File: config.mk
export PLATFORM = sky130hd
export DESIGN_NAME = rgcb_curve
export DESIGN_NICKNAME = d
export VERILOG_FILES = /design/src/rtl/core/rgcb_pkg.sv /design/src/rtl/core/rgcb_curve.sv
export SDC_FILE = /design/constraint.sdc
export NUM_CORES = 2
export LEC_CHECK = 0
export BUFFER_PORTS_ARGS = -buffer_cell sky130_fd_sc_hd__buf_2
export CORE_UTILIZATION = 63
export CTS_CLUSTER_DIAMETER = 100
export CTS_CLUSTER_SIZE = 25
export DETAILED_ROUTE_END_ITERATION = 12
export PLACE_DENSITY = 0.79
export SLEW_MARGIN = 20
export SYNTH_ARGS = -nofsm -noshare
export SYNTH_HDL_FRONTEND = slang
export SYNTH_SLANG_ARGS = --single-unit
File: constraint.sdc
create_clock -name i_clk -period 2.4 [get_ports i_clk]
set_input_delay 0.12 -clock i_clk [delete_from_list [all_inputs] [get_ports i_clk]]
set_output_delay 0.12 -clock i_clk [all_outputs]
set_load 0.01 [all_outputs]
File: src/rtl/core/rgcb_pkg.sv
// Package with the types, register indexes and arithmetic helpers of the glyph coverage blender.
package rgcb_pkg;

    localparam int CHAN_W     = 8;
    localparam int CFG_IDX_W  = 1;
    localparam int CFG_DATA_W = 32;
    localparam int CURVE_AW   = 8;
    localparam int IN_DATA_W  = 56;
    localparam int OUT_DATA_W = 32;

    localparam logic [CFG_IDX_W-1:0] REG_FORE_RGBA = 1'b0;
    localparam logic [CFG_IDX_W-1:0] REG_BACK_RGBA = 1'b1;

    localparam logic [CHAN_W-1:0] FULL = 8'd255;

    localparam logic [CFG_DATA_W-1:0] FORE_RESET = 32'hFFFF_FFFF;
    localparam logic [CFG_DATA_W-1:0] BACK_RESET = 32'h0000_0000;

    typedef struct packed {
        logic [CHAN_W-1:0] r;
        logic [CHAN_W-1:0] g;
        logic [CHAN_W-1:0] b;
        logic [CHAN_W-1:0] a;
    } t_rgba;

    // Truncating division by 255, exact for every value up to 255 * 255.
    function automatic logic [CHAN_W-1:0] div255(input logic [15:0] x);
        logic [16:0] s;
        s = {1'b0, x} + 17'd1 + {9'd0, x[15:8]};
        return s[15:8];
    endfunction

    // Weighted mix: a weighted by wa, b weighted by 255 - wa.
    function automatic logic [CHAN_W-1:0] mix(input logic [CHAN_W-1:0] a,
                                              input logic [CHAN_W-1:0] wa,
                                              input logic [CHAN_W-1:0] b);
        logic [15:0] pa;
        logic [15:0] pb;
        pa = {8'd0, a} * {8'd0, wa};
        pb = {8'd0, b} * {8'd0, FULL - wa};
        return div255(pa + pb);
    endfunction

    // Alpha of one layer over another.
    function automatic logic [CHAN_W-1:0] over_alpha(input logic [CHAN_W-1:0] a,
                                                     input logic [CHAN_W-1:0] b);
        logic [15:0] p;
        p = {8'd0, FULL - a} * {8'd0, FULL - b};
        return FULL - div255(p);
    endfunction

endpackage

File: src/rtl/core/rgcb_curve.sv
// Opacity curve memory with one write port and one registered read port.
module rgcb_curve (
    input  logic                           i_clk,
    input  logic                           i_we,
    input  logic [rgcb_pkg::CURVE_AW-1:0]  i_waddr,
    input  logic [rgcb_pkg::CHAN_W-1:0]    i_wdata,
    input  logic                           i_re,
    input  logic [rgcb_pkg::CURVE_AW-1:0]  i_raddr,
    output logic [rgcb_pkg::CHAN_W-1:0]    o_rdata
);
    import rgcb_pkg::*;

    logic [CHAN_W-1:0] r_mem [2**CURVE_AW];
    logic [CHAN_W-1:0] r_rdata;

    always_ff @(posedge i_clk) begin
        if (i_we) begin
            r_mem[i_waddr] <= i_wdata;
        end
    end

    always_ff @(posedge i_clk) begin
        if (i_re) begin
            r_rdata <= r_mem[i_raddr];
        end
    end

    assign o_rdata = r_rdata;

endmodule

==> summary.txt <==
outcome -> finished with violations
failing checks -> negative setup slack
crit path capture type -> register
RSZ-0062 raised after global routing -> true
Layout Cell Area excl Fill -> 0.08962 sq mm
Starting Density -> 0.6342
Final Hold Viols -> 0
1st-iter DRT viols -> 6,995
Reg2Reg Capture Point -> o_rdata[4]
Worst-Margin Slew -> 0.8640 ns
Max Freq -> 0.4006 GHz
leading cell types in the layout, fill and taps excluded -> edfxtp_1 (2,056), buf_4 (669), mux4_2 (455), nor2_1 (278), mux2i_1 (134)
Crit path largest cell delay -> 0.55 ns
Tcrit/Tclk final -> 1.040
R2R setup slack -> -0.1 ns
via count -> 42,190
number of flops mapped to enable cells by yosys -> 2,056
cells along the critical path -> mux4_2 > mux4_2 > nor2b_4 > nor4_4 > buf_4 > nor4_2
Clk pin slew, worst setup/hold paths -> 0.10 ns
Setup crit start -> r_mem[83][4]
Core Region -> 0.1256 sq mm
mapped cell area -> 0.07964 sq mm
fin. max-slew vios -> 0
vias in the first global route -> 41,710
total power -> 60.99 mW
H-tree Lvls -> 3
CP max stage cell -> mux4_2
Max FO, Critical Path -> 1
min cycle time layout -> 2.496 ns
nets -> 4,399
Leak Pwr -> 28.71 nW
Warnings, synthesis -> 0
GRT Util Overall -> 0.3121
Detailed Route WL -> 197,900 microns
Tightest Hold Check Type -> primary input to register
fillers -> 7,066
Power Density -> 680.5 mW/mm^2
largest net degree at the start of global routing -> 101
Die Ht -> 357.5 microns
port buffer count -> 34
share of layout cells above drive strength 1 -> 0.3126
P&R area growth vs syn -> 12.53%
final worst setup slack -> -0.09602 ns
dpl cell area -> 0.08698 sq mm
number of max-cap violations -> 0
Antenna Violating Nets Remaining -> 0
clock sinks -> 2,056
syn nets -> 3,760
fraction of registers with async set/reset -> 0
HPWL after DPL -> 129,300 microns
CP Launch Type -> register
Sw Pwr -> 12.73 mW
main flop type after synthesis -> edfxtp_1
DIE AREA -> 0.1278 sq mm
initial antenna violation count -> 7
CP arrival -> 2.99 ns
cell internal pwr -> 48.25 mW
Distinct cells, synth -> 54
Reg2Reg Depth -> 6
CTS tree -> yes
Crit path required time -> 2.89 ns
Setup CP Type -> register to register
setup tns final -> -0.1745 ns
Hold Path Origin -> i_wdata[4]
sequential share of the synthesized area -> 0.7753
sequential share of power -> 0.649
first-pass GRT wire length -> 281,900 microns
CTS root buf -> clkbuf_16
grt total ovfl -> 0
placer congestion estimate -> 0.9241
drt first pass iters -> 6
DRC -> 0
Sw Share -> 0.2088
io pins -> 35
Syn Inst Count -> 3,733
worst relative slew slack -> 0.4240
Routed WL per cell -> 32.82 microns
clock share of power -> 0.281
commonest non-fill, non-tap cell in the layout -> edfxtp_1
Num CTS Buffers -> 92
Crit path top cell by count -> mux4_2
FF+latch count, synth -> 2,056
Worst Setup EP -> o_rdata[4]
clk buf depth -> 3
Gate power share -> 0.070
synthesized area per cell -> 21.33 sq um
peak supply drop -> 626.2 uV
R2R Path Start -> r_mem[83][4]
vias per cell -> 6.996
clk_lat worst skew -> 0.72 ns
DIE WIDTH -> 357.5 microns
num rows -> 130
Final setup viols -> 2
Worst Clk Skew -> 0.03804 ns
==> state kept, by name (all words and copies together), names as in the netlist <==
signal   cells
o_rdata      8
r_mem     2048
==> metal layers <==
layer | GRT usage | up-vias | part of all wire | wire (microns)
met5 | 0 | - | 0.00020 | 39
met4 | 0.1250 | 6 | 0.047 | 9329
met3 | 0.05567 | 500 | 0.12 | 23280
met2 | 0.5001 | 3167 | 0.49 | 96300
met1 | 0.4345 | 21710 | 0.35 | 68950
li1 | - | 16800 | - | -
==> area by class of cell <==
class                           count  area [sq um]  area share
Multi-Input combinational cell   1442         16700      0.1863
Timing Repair Buffer              778          6729     0.07508
Sequential cell                  2056         61740      0.6889
Clock buffer                       94          2331     0.02601
Antenna cell                        4         10.01   0.0001117
Tap cell                         1650          2064     0.02304
Inverter                            2         7.507  0.00008377
Clock inverter                      4         37.54   0.0004188
==> power by group through the flow <==
stage / registers, mW / logic (mW) / clock network [mW]
floorplan: 40.4 / 1.92 / 0
finish: 39.6 / 4.27 / 17.1
global route: 39.6 / 4.42 / 18.3
CTS: 39.6 / 4.20 / 17.2
global placement: 40.4 / 4.01 / 0
detailed placement: 40.4 / 4.12 / 0
==> synth_stat cells, types with 3 or more instances <==
cell type | instances | share of area
a22oi_1 | 133 | 0.013
a22o_1 | 8 | 0.00088
mux4_2 | 454 | 0.13
buf_6 | 21 | 0.0030
nand3_1 | 34 | 0.0021
buf_1 | 22 | 0.0010
buf_8 | 13 | 0.0025
a21oi_1 | 96 | 0.0060
buf_12 | 8 | 0.0020
o32ai_1 | 4 | 0.00044
a211oi_1 | 16 | 0.0015
nand4_1 | 10 | 0.00079
a221oi_1 | 13 | 0.0014
nor4_2 | 3 | 0.00047
buf_2 | 31 | 0.0019
o22a_1 | 5 | 0.00055
nor2_1 | 282 | 0.013
buf_4 | 27 | 0.0025
mux2i_1 | 134 | 0.017
o221ai_1 | 46 | 0.0051
o211ai_1 | 10 | 0.00094
nor2b_1 | 31 | 0.0024
nor4_1 | 24 | 0.0019
o21ai_0 | 10 | 0.00063
edfxtp_1 | 2056 | 0.78
and2_1 | 6 | 0.00047
o22ai_1 | 28 | 0.0022
nand2_1 | 33 | 0.0016
clkbuf_1 | 111 | 0.0052
or2_2 | 4 | 0.00031
nand2b_1 | 8 | 0.00063
nor3_1 | 22 | 0.0014
==> cells by family after synthesis <==
group | after synthesis | synth area share
flops | 2056 | 0.7753
buf+inv | 235 | 0.01829
simple gates | 466 | 0.02625
mux | 591 | 0.1460
compound gates | 385 | 0.03416
==> stage by stage <==
stage                     cells  hold WS (ns)  utilization  setup WS, ns
after floorplan            3733        0.2189            -        0.2039
after global placement     5925        0.5630       0.6927        -1.036
after detailed placement   5925        0.5574       0.6927        -1.079
after CTS                  6028      0.009858       0.7131      -0.09448
after global routing       6027       0.02080       0.7136       -0.1449
final                      6030      0.006327       0.7137      -0.09602
==> timing repair <==
action / in CTS / in global routing
pin swaps: 7 / 8
endpoints found under the hold margin: 218 / 0
endpoints found under the setup margin: 8 / 6
resized for setup: 27 / 11
hold buffers: 7 / 0
setup buffers: 0 / 0
==> worst min-delay path by stage <==
stage | cells past startpoint | to | slack (ns)
global placement | 1 | o_rdata[7] | 0.56
floorplan | 0 | r_mem[0][0] | 0.22
CTS | 3 | r_mem[156][2] | 0.01
finish | 1 | r_mem[82][4] | 0.006
detailed placement | 1 | o_rdata[7] | 0.56
global route | 1 | r_mem[82][4] | 0.02
==> critical path: cells and delay by family (launching register included) <==
kind | cells | cell delay (ns)
multiplexers | 2 | 1.10
AND/OR/NAND/NOR | 3 | 0.61
flip-flops | 1 | 0.37
buffers and inverters | 1 | 0.19
Power figures use the tool's default switching activity.
